**src/hdl/tty_ild_pkg.sv**
```systemverilog
// Package for the tty input line discipline: sizes, character codes, register indexes, FSM states.
`timescale 1ns / 1ps
`default_nettype none

package tty_ild_pkg;

   // Line store geometry
   localparam int LINE_LEN  = 32;
   localparam int ADDR_W    = $clog2(LINE_LEN);
   localparam int CNT_W     = $clog2(LINE_LEN + 1);
   localparam int CSR_IDX_W = 3;

   // Character codes
   localparam logic [7:0] CHAR_BS    = 8'h08;
   localparam logic [7:0] CHAR_TAB   = 8'h09;
   localparam logic [7:0] CHAR_NL    = 8'h0A;
   localparam logic [7:0] CHAR_CR    = 8'h0D;
   localparam logic [7:0] CHAR_SPACE = 8'h20;
   localparam logic [7:0] CHAR_CARET = 8'h5E;
   localparam logic [7:0] CHAR_DEL   = 8'h7F;
   localparam logic [7:0] CTRL_FLIP  = 8'h40;

   // input_flags bits
   localparam int IF_IGNCR = 0;
   localparam int IF_ICRNL = 1;
   localparam int IF_INLCR = 2;

   // local_flags bits
   localparam int LF_ECHO  = 0;
   localparam int LF_CARET = 1;
   localparam int LF_CANON = 2;

   typedef enum logic [CSR_IDX_W-1:0] {
      CSR_INPUT_FLAGS = 3'd0,
      CSR_LOCAL_FLAGS = 3'd1,
      CSR_ERASE_CHAR  = 3'd2,
      CSR_EOF_CHAR    = 3'd3,
      CSR_EOL_CHAR    = 3'd4,
      CSR_EOL2_CHAR   = 3'd5
   } csr_index_type;

   typedef enum logic [1:0] {
      ST_IDLE,
      ST_ECHO,
      ST_RAW,
      ST_FLUSH
   } state_type;

endpackage

`default_nettype wire

```
**src/hdl/tty_input_line_discipline.sv**
```systemverilog
// Top level of the tty input line discipline: mapping, echo, line store and delivery.
//
//  channel | direction | handshake           | payload
//  --------+-----------+---------------------+------------------------------------------
//  req     | in        | req_valid/req_ready | req_rx_byte[7:0]
//  rsp     | out       | rsp_valid/rsp_ready | rsp_target, rsp_data[7:0], rsp_wake, rsp_last
//  csr     | in        | csr_valid/csr_ready | csr_index[2:0], csr_data[7:0]
//
// A byte transaction is taken in the idle state, mapped and classified in that cycle and,
// in canonical mode, written to the line store there. Echo bytes then leave at one per
// cycle while rsp is not stalled (up to three), then a raw byte. A flush reads the store
// through its registered read port. A byte with no result leaves req_ready high. Reset is
// synchronous, sets the configuration registers to defaults and clears the FSM, line count
// and rsp_valid; the store has no reset. A stalled rsp holds its result and the FSM waits.
`timescale 1ns / 1ps
`default_nettype none

module tty_input_line_discipline
   import tty_ild_pkg::*;
(
   input  wire logic                 clock,
   input  wire logic                 reset,
   // receive byte channel
   input  wire logic                 req_valid,
   output logic                      req_ready,
   input  wire logic [7:0]           req_rx_byte,
   // result channel
   output logic                      rsp_valid,
   input  wire logic                 rsp_ready,
   output logic                      rsp_target,
   output logic [7:0]                rsp_data,
   output logic                      rsp_wake,
   output logic                      rsp_last,
   // register write channel
   input  wire logic                 csr_valid,
   output logic                      csr_ready,
   input  wire logic [CSR_IDX_W-1:0] csr_index,
   input  wire logic [7:0]           csr_data
);

   // ---------------- configuration registers ----------------
   logic [2:0] input_flags_ff;
   logic [2:0] local_flags_ff;
   logic [7:0] erase_char_ff;
   logic [7:0] eof_char_ff;
   logic [7:0] eol_char_ff;
   logic [7:0] eol2_char_ff;

   assign csr_ready = 1'b1;

   always_ff @(posedge clock) begin
      if (reset) begin
         input_flags_ff <= 3'd2;
         local_flags_ff <= 3'd7;
         erase_char_ff  <= 8'h08;
         eof_char_ff    <= 8'h04;
         eol_char_ff    <= 8'h00;
         eol2_char_ff   <= 8'h00;
      end else if (csr_valid) begin
         unique case (csr_index_type'(csr_index))
            CSR_INPUT_FLAGS: input_flags_ff <= csr_data[2:0];
            CSR_LOCAL_FLAGS: local_flags_ff <= csr_data[2:0];
            CSR_ERASE_CHAR:  erase_char_ff  <= csr_data;
            CSR_EOF_CHAR:    eof_char_ff    <= csr_data;
            CSR_EOL_CHAR:    eol_char_ff    <= csr_data;
            CSR_EOL2_CHAR:   eol2_char_ff   <= csr_data;
            default: ; // unknown index: write dropped
         endcase
      end
   end

   // ---------------- state ----------------
   state_type          state_ff, state_in;
   logic [CNT_W-1:0]   count_ff, count_in;      // bytes held in the line
   logic [7:0]         ech_ff [3];               // pending echo bytes
   logic [7:0]         ech_in [3];
   logic [1:0]         ech_len_ff, ech_len_in;
   logic [1:0]         ech_idx_ff, ech_idx_in;
   logic               raw_ff, raw_in;           // reader byte follows echo
   logic               flush_ff, flush_in;       // line delivery follows echo
   logic [7:0]         byte_ff, byte_in;         // mapped byte for raw delivery
   logic [ADDR_W-1:0]  flast_ff, flast_in;       // index of last byte in flushed line
   logic [ADDR_W-1:0]  idx_ff, idx_in;           // flush read pointer
   logic               q_ok_ff, q_ok_in;         // mem_q_ff holds entry idx_ff

   // output register
   logic               rsp_valid_ff, rsp_valid_in;
   logic               rsp_target_ff, rsp_target_in;
   logic [7:0]         rsp_data_ff, rsp_data_in;
   logic               rsp_wake_ff, rsp_wake_in;
   logic               rsp_last_ff, rsp_last_in;

   // line store: one write port (accept cycle), one registered read port (flush)
   logic [7:0]         line_mem [LINE_LEN];
   logic [7:0]         mem_q_ff;
   logic               mem_we;

   // ---------------- byte classification ----------------
   logic [7:0] c_map;
   logic       drop_cr;
   logic       echo_on, caret_on, canon_on;
   logic       is_erase, is_end, is_ctl;
   logic       slot_free, ech_at_end;

   assign echo_on  = local_flags_ff[LF_ECHO];
   assign caret_on = local_flags_ff[LF_CARET];
   assign canon_on = local_flags_ff[LF_CANON];

   assign drop_cr = (req_rx_byte == CHAR_CR) && input_flags_ff[IF_IGNCR];

   always_comb begin
      if (req_rx_byte == CHAR_CR && input_flags_ff[IF_ICRNL])
         c_map = CHAR_NL;
      else if (req_rx_byte == CHAR_NL && input_flags_ff[IF_INLCR])
         c_map = CHAR_CR;
      else
         c_map = req_rx_byte;
   end

   assign is_erase = canon_on && (c_map == erase_char_ff);
   assign is_end   = (c_map == eof_char_ff) || (c_map == CHAR_NL) ||
                     (c_map == eol_char_ff) || (c_map == eol2_char_ff);
   // TAB and NL echo as themselves even with caret echo on
   assign is_ctl   = ((c_map < CHAR_SPACE) || (c_map == CHAR_DEL)) &&
                     (c_map != CHAR_TAB) && (c_map != CHAR_NL);

   assign slot_free  = !rsp_valid_ff || rsp_ready;
   assign ech_at_end = (ech_idx_ff == ech_len_ff - 2'd1);

   // ---------------- next state ----------------
   always_comb begin
      state_in      = state_ff;
      count_in      = count_ff;
      ech_in        = ech_ff;
      ech_len_in    = ech_len_ff;
      ech_idx_in    = ech_idx_ff;
      raw_in        = raw_ff;
      flush_in      = flush_ff;
      byte_in       = byte_ff;
      flast_in      = flast_ff;
      idx_in        = idx_ff;
      mem_we        = 1'b0;
      rsp_valid_in  = rsp_valid_ff && !rsp_ready;
      rsp_target_in = rsp_target_ff;
      rsp_data_in   = rsp_data_ff;
      rsp_wake_in   = rsp_wake_ff;
      rsp_last_in   = rsp_last_ff;

      unique case (state_ff)
         ST_IDLE: begin
            if (req_valid) begin
               ech_idx_in = 2'd0;
               ech_len_in = 2'd0;
               idx_in     = '0;
               raw_in     = 1'b0;
               flush_in   = 1'b0;
               byte_in    = c_map;
               if (!drop_cr) begin
                  if (is_erase) begin
                     // erase on empty line does nothing
                     if (count_ff != '0) begin
                        count_in = count_ff - CNT_W'(1);
                        if (echo_on) begin
                           ech_in[0]  = CHAR_BS;
                           ech_in[1]  = CHAR_SPACE;
                           ech_in[2]  = CHAR_BS;
                           ech_len_in = 2'd3;
                        end
                     end
                  end else begin
                     if (echo_on) begin
                        if (caret_on && is_ctl) begin
                           ech_in[0]  = CHAR_CARET;
                           ech_in[1]  = c_map ^ CTRL_FLIP;
                           ech_len_in = 2'd2;
                        end else begin
                           ech_in[0]  = c_map;
                           ech_len_in = 2'd1;
                        end
                     end
                     if (canon_on) begin
                        mem_we   = 1'b1;
                        flast_in = count_ff[ADDR_W-1:0];
                        if (is_end || count_ff == CNT_W'(LINE_LEN - 1)) begin
                           flush_in = 1'b1;
                           count_in = '0;
                        end else begin
                           count_in = count_ff + CNT_W'(1);
                        end
                     end else begin
                        raw_in = 1'b1;
                     end
                  end
               end
               if (ech_len_in != 2'd0)
                  state_in = ST_ECHO;
               else if (raw_in)
                  state_in = ST_RAW;
               else if (flush_in)
                  state_in = ST_FLUSH;
               else
                  state_in = ST_IDLE;
            end
         end

         ST_ECHO: begin
            if (slot_free) begin
               rsp_valid_in  = 1'b1;
               rsp_target_in = 1'b0;
               rsp_data_in   = ech_ff[ech_idx_ff];
               rsp_wake_in   = 1'b0;
               rsp_last_in   = ech_at_end && !raw_ff && !flush_ff;
               if (ech_at_end) begin
                  if (raw_ff)
                     state_in = ST_RAW;
                  else if (flush_ff)
                     state_in = ST_FLUSH;
                  else
                     state_in = ST_IDLE;
               end else begin
                  ech_idx_in = ech_idx_ff + 2'd1;
               end
            end
         end

         ST_RAW: begin
            if (slot_free) begin
               rsp_valid_in  = 1'b1;
               rsp_target_in = 1'b1;
               rsp_data_in   = byte_ff;
               rsp_wake_in   = 1'b1;
               rsp_last_in   = 1'b1;
               state_in      = ST_IDLE;
            end
         end

         ST_FLUSH: begin
            if (slot_free && q_ok_ff) begin
               rsp_valid_in  = 1'b1;
               rsp_target_in = 1'b1;
               rsp_data_in   = mem_q_ff;
               rsp_wake_in   = (idx_ff == flast_ff);
               rsp_last_in   = (idx_ff == flast_ff);
               if (idx_ff == flast_ff)
                  state_in = ST_IDLE;
               else
                  idx_in = idx_ff + ADDR_W'(1);
            end
         end

         default: state_in = ST_IDLE;
      endcase

      // read data is good once the pointer has held still while in flush
      q_ok_in = (state_ff == ST_FLUSH) && (state_in == ST_FLUSH) && (idx_in == idx_ff);
   end

   // ---------------- registers ----------------
   always_ff @(posedge clock) begin
      if (reset) begin
         state_ff     <= ST_IDLE;
         count_ff     <= '0;
         q_ok_ff      <= 1'b0;
         rsp_valid_ff <= 1'b0;
      end else begin
         state_ff     <= state_in;
         count_ff     <= count_in;
         q_ok_ff      <= q_ok_in;
         rsp_valid_ff <= rsp_valid_in;
      end
   end

   always_ff @(posedge clock) begin
      ech_ff        <= ech_in;
      ech_len_ff    <= ech_len_in;
      ech_idx_ff    <= ech_idx_in;
      raw_ff        <= raw_in;
      flush_ff      <= flush_in;
      byte_ff       <= byte_in;
      flast_ff      <= flast_in;
      idx_ff        <= idx_in;
      rsp_target_ff <= rsp_target_in;
      rsp_data_ff   <= rsp_data_in;
      rsp_wake_ff   <= rsp_wake_in;
      rsp_last_ff   <= rsp_last_in;
   end

   // line store write (accept cycle only) and registered read
   always_ff @(posedge clock) begin
      if (mem_we)
         line_mem[count_ff[ADDR_W-1:0]] <= c_map;
   end

   always_ff @(posedge clock) begin
      mem_q_ff <= line_mem[idx_ff];
   end

   // ---------------- ports ----------------
   assign req_ready  = (state_ff == ST_IDLE);
   assign rsp_valid  = rsp_valid_ff;
   assign rsp_target = rsp_target_ff;
   assign rsp_data   = rsp_data_ff;
   assign rsp_wake   = rsp_wake_ff;
   assign rsp_last   = rsp_last_ff;

endmodule

`default_nettype wire

```
**config.mk**
```make
export PLATFORM = sky130hd
export DESIGN_NAME = tty_input_line_discipline
export DESIGN_NICKNAME = d
export VERILOG_FILES = /design/src/hdl/tty_ild_pkg.sv /design/src/hdl/tty_input_line_discipline.sv
export SDC_FILE = /design/constraint.sdc
export NUM_CORES = 1
export LEC_CHECK = 0
export BUFFER_PORTS_ARGS = -buffer_cell sky130_fd_sc_hd__buf_2
export CAP_MARGIN = 20
export CORE_MARGIN = 5
export CORE_UTILIZATION = 50
export DETAILED_ROUTE_END_ITERATION = 7
export PLACE_DENSITY = 0.8
export SETUP_SLACK_MARGIN = 0.02
export SYNTH_ARGS = -nofsm -noshare
export SYNTH_HDL_FRONTEND = slang
export SYNTH_SLANG_ARGS = --single-unit
```
**constraint.sdc**
```tcl
create_clock -name clock -period 2.5 [get_ports clock]
set_input_delay 0.125 -clock clock [delete_from_list [all_inputs] [get_ports clock]]
set_output_delay 0.125 -clock clock [all_outputs]
set_load 0.03 [all_outputs]
```
# == Yosys cells after proc, flatten, opt, wreduce, memory -nomap -nowiden ==
# Memory sizes are Yosys's and may differ from the RTL's. A register that Yosys moved wholly into a read port is not among the register bits.
# Cells that the tools add are included.
# W data, S select, Z words.
# word_totals
memories,1
ram_bits,256
out_inout_bits,14
regBits,99
latch_bits,0
mem_bits_ro,0
inputBits,24
# memory_table
name,words,width,rd,rd_ports_with_merged_regs,wr,line,text
line_mem,32,8,1,1,1,tty_input_line_discipline.sv:94,logic [7:0] line_mem [LINE_LEN];
# op_classes
muxes,76
add_sub_neg,5
eq_ne,30
n_reduce_logical,46
order_cmp,2
shifts,0
n_mul,0
div_mod_pow,0
n_bitwise,4
# op_table
cell,n
$mux W8,9
$mux W24,2
$mux W2,22
$eq A8 B8 Y1,4
$mux W16,2
$mux W1,25
$eq A8 B4 Y1 const B,3
$mux W6,4
$pmux W8 S3,1
$bmux W8 S2,1
$ne A8 B4 Y1 const B,2
$mux W5,3
$reduce_and A2 Y1,7
$logic_and A1 B1 Y1,13
$ne A2 B2 Y1 const B,6
$eq A5 B5 Y1,2
$pmux W5 S2,1
$reduce_and A5 Y1,2
$reduce_bool A2 Y1,5
$pmux W1 S3,3
$eq A8 B7 Y1 const B,1
$lt A8 B6 Y1 const B,1
$pmux W2 S4,1
$reduce_and A4 Y1,2
27 further kinds,41

# == Depth between registers and ports, before layout ==
# depth
ltp_word,23
mapped_depth,11

# == Worst setup path before layout ==
# OpenSTA, ideal clock, no wires.
# synth_path
kind,register -> register
startpoint,register state_ff[1]
endpoint,"memory line_mem[12][0], enable pin"
stages_incl_launch_ff,10
required_time_ps,2130
arrival_time_ps,2412
path_slack_ps,-282
path_buffers,0
path_cell_list,dfxtp_1 inv_1 ha_1 nand2_1 inv_1 and3_1 nand2_2 inv_2 nand2_1 nor2_1
# synth_between
elab_chain_len,4
# synth_lines
element,line,text
"start, declared",tty_input_line_discipline.sv:73,"state_type state_ff, state_in;"
"start signal, assigned",tty_input_line_discipline.sv:266,state_ff <= state_in;
$logic_not A2 Y1,n/a,
net req_ready,tty_input_line_discipline.sv:25,"output logic req_ready,"
$mux W1,tty_input_line_discipline.sv:149,unique case (state_ff)
$mux W1,tty_input_line_discipline.sv:290,if (mem_we)
$mux W1 (implied by the code),tty_input_line_discipline.sv:291,line_mem[count_ff[ADDR_W-1:0]] <= c_map;
"end, declared",tty_input_line_discipline.sv:94,
# The timed path passes the listed nets, and every way through them passes these cells.

# == Worst setup path after layout ==
# layout_path
startpoint,register input_flags_ff[2]
endpoint,"memory line_mem[19][2], enable pin"
# layout_between
elab_chain_len,11
# layout_lines
element,line,text
"start, declared",tty_input_line_discipline.sv:42,logic [2:0] input_flags_ff;
"start signal, assigned",tty_input_line_discipline.sv:61,CSR_INPUT_FLAGS: input_flags_ff <= csr_data[2:0];
$logic_and A1 B1 Y1,tty_input_line_discipline.sv:114,else if (req_rx_byte == CHAR_NL && input_flags_ff[IF_INLCR])
$mux W8,tty_input_line_discipline.sv:114,
$mux W8,tty_input_line_discipline.sv:112,if (req_rx_byte == CHAR_CR && input_flags_ff[IF_ICRNL])
$eq A8 B8 Y1,tty_input_line_discipline.sv:120,assign is_erase = canon_on && (c_map == erase_char_ff);
$logic_and A1 B1 Y1,tty_input_line_discipline.sv:120,
$mux W1,tty_input_line_discipline.sv:159,if (is_erase) begin
$mux W1,tty_input_line_discipline.sv:158,if (!drop_cr) begin
$mux W1,tty_input_line_discipline.sv:151,if (req_valid) begin
$mux W1,tty_input_line_discipline.sv:149,
$mux W1,tty_input_line_discipline.sv:290,
$mux W1 (implied by the code),tty_input_line_discipline.sv:291,
# Every way passes these cells.

==> results.json <==
{
  "place.port_buffers": 36,
  "cts.sink_count": 363,
  "power_mw": 13.0,
  "path_clk_slew_ns": 0.06,
  "crit_fanout": 8,
  "grt_max_degree": 41,
  "fin_crit_sh_pct": 102,
  "yosys.area_share.adder_pct": 0.733,
  "fin_area_um2": 18400,
  "max_cap_viol_count": 0,
  "tightest_slew_ns": 0.918,
  "finalHoldViolCount": 0,
  "drt-total-wl_um": 36200,
  "fin_nets": 1146,
  "hp-class": "primary input to flip-flop",
  "die_x_um": 185,
  "via_per_inst": 5.99,
  "vias": 9188,
  "start_util_pct": 50.4,
  "violations": "setup timing",
  "layout-drive-gt1-share_pct": 31.1,
  "area_growth_pct": 19.6,
  "antenna_left": 0,
  "cts.htree.levels": 2,
  "fmax_ghz": 0.394,
  "grt_overflow": 0,
  "end_kind": "flip-flop",
  "grt_pass1_wl_um": 55500,
  "cts-root-buf": "clkbuf_16",
  "place_congestion": 0.943,
  "drtIter0Drc": 1125,
  "synth_top_family_by_area": "multiplexers",
  "cp-start-kind": "flip-flop",
  "grtUsageTotal_pct": 21.4,
  "outcome": "finished, violations left",
  "synth.mux.area_fraction_pct": 13.4,
  "design.die.area_um2": 34400,
  "cts_buffers": 37,
  "power.leakage_nw": 5.99,
  "ys_ff_latch": 363,
  "critPathRequiredTime_ns": 2.70,
  "io_pins": 38,
  "slew_headroom_pct": 38.3,
  "grt_pass1_vias": 9405,
  "antenna_cells": 0,
  "core_area_um2": 30500,
  "clk_path_buf_depth": 3,
  "yosysSeqAreaShare_pct": 66.9,
  "yosys.area_share.simple_pct": 8.83,
  "clock_latency_ns": 0.53,
  "antenna_found_initial": 1,
  "drv_slew": 0,
  "wl_per_cell_um": 23.6,
  "critPathKind": "flip-flop to flip-flop",
  "cts_tree": "built",
  "power_density_nw_per_um2": 704,
  "mostFrequentLayoutCells": "302 x edfxtp_1, 85 x nand2_1, 74 x mux4_2",
  "layout_commonest_cell": "edfxtp_1",
  "finalSetupViolations": 108,
  "synth-edff-count": 302,
  "setup_ws_ns": -0.0382,
  "netlist_instances": 997,
  "hpwl_um": 23500,
  "cp_data_arrival_time_ns": 2.74,
  "ir_drop_uv": 448,
  "min_period_ns": 2.54,
  "drc": 0,
  "synthArstFlopShare_pct": 0,
  "synth-xor-area-share_pct": 1.77,
  "skew_ns": 0.0183,
  "synth_area_um2": 15400,
  "first_pass_iters": 6,
  "synth-compound-area-share_pct": 6.19,
  "row_count": 64,
  "place_area_um2": 16800,
  "ys.flop_type": "edfxtp_1",
  "synth.distinct_cells": 77,
  "die_h_um": 185,
  "rsz0062_at_grt": "yes",
  "syn_avg_cell_area_um2": 15.4,
  "yosysWarnings": 0,
  "syn-num-nets": 1030
}
==> stage by stage <==
stage	util (%)	std cells	hold slack, ns	worst slack, ns	TNS [ns]
floorplan	-	997	0.249	-0.0117	-0.0935
global placement	55.0	1451	0.412	-0.158	-37.49
detailed placement	55.0	1451	0.423	-0.269	-50.84
CTS	59.7	1534	0.000456	-0.0578	-1.59
global route	60.3	1535	0.0354	-0.153	-27.17
finish	60.3	1535	0.0220	-0.0382	-1.60
==> power by group <==
group	switching [mW]	internal, mW	total (mW)
registers	0.0548	6.67	6.73
clock network	2.23	3.15	5.38
logic	0.548	0.300	0.848
==> what timing repair did <==
item	4_1_cts	5_1_grt
hold buffers	10	0
setup buffers	8	3
gates resized for setup	18	33
endpoints found under the hold margin	38	0
pin swaps	31	16
setup endpoints to repair	277	291
==> cell usage after synthesis (5+ instances only) <==
master / instances / area [µm²]
a211oi_1: 6 / 45.0
a21o_1: 5 / 37.5
a21oi_1: 35 / 175
a22oi_1: 10 / 75.1
a31oi_1: 6 / 37.5
and2_1: 7 / 43.8
and3_1: 5 / 31.3
buf_1: 10 / 37.5
buf_2: 5 / 25.0
clkbuf_1: 34 / 128
dfxtp_1: 61 / 1220
edfxtp_1: 302 / 9070
ha_1: 9 / 113
inv_1: 24 / 90.1
mux2_2: 7 / 78.8
mux2i_1: 31 / 310
mux4_2: 74 / 1670
nand2_1: 90 / 338
nand2b_1: 10 / 62.6
nand3_1: 18 / 90.1
nand4_1: 6 / 37.5
nor2_1: 74 / 278
nor2b_1: 5 / 31.3
nor3_1: 14 / 70.1
o21ai_0: 18 / 90.1
o221ai_1: 7 / 61.3
o31ai_1: 6 / 45.0
or2_2: 5 / 31.3
or3_1: 8 / 50.1
xnor2_1: 18 / 158
xor2_1: 13 / 114
==> flip-flops by register name (all words and copies together) (netlist names), 6 cells and up <==
name	flops
mem_q_ff	8
count_ff	6
byte_ff	8
eol2_char_ff	8
erase_char_ff	8
eof_char_ff	8
line_mem	256
eol_char_ff	8
rsp_data	8
ech_ff	16
==> worst max-delay path, stage by stage, from the launching register on <==
cell	delay (ns)
dfxtp_2	0.32
or4bb_4	0.51
o31ai_4	0.26
a211oi_4	0.11
o221ai_4	0.33
nand2_4	0.13
clkinv_8	0.12
nand2_8	0.14
nor2_4	0.28
==> logic make-up (layout without fill, tap and decap cells) <==
family,after synthesis,count (layout)
other,1,1
muxes,112,112
AOI/OAI and AO/OA,129,129
DFF,363,363
xor gates and xnor gates,31,31
and+or+nand+nor,272,272
adders and majority gates,9,9
buffers and inverters,80,222
==> final timing paths <==
check | cells past startpoint | startpoint | to | slack, ns
worst min-delay path | 4 | rsp_ready | rsp_valid$_SDFF_PP0_ | 0.02
worst max-delay path | 8 | input_flags_ff[2]$_SDFFE_PP0P_ | line_mem[19][2]$_DFFE_PP_ | -0.04
worst min register to register | 2 | eol2_char_ff[4]$_SDFFE_PP0P_ | eol2_char_ff[4]$_SDFFE_PP0P_ | 0.47
worst max register to register | 8 | input_flags_ff[2]$_SDFFE_PP0P_ | line_mem[19][2]$_DFFE_PP_ | -0.04
==> layer usage <==
layer / vias up / GRT usage [%] / wire length (µm)
met1: 4580 / 29.1 / 14100
met5: - / 0 / 13
met3: 84 / 3.46 / 2670
li1: 4095 / - / -
met2: 427 / 36.2 / 18400
met4: 2 / 5.99 / 1040
==> cell type report <==
cell class | count | area [µm²]
fillers | 2089 | 12100
well taps | 396 | 495
flip-flops and latches | 363 | 10300
multi-input cells | 554 | 5270
repair buffers | 131 | 1030
clock buffers | 41 | 983
inverters | 26 | 114
clock inverters | 24 | 199
(Power assumes the default switching activity.)
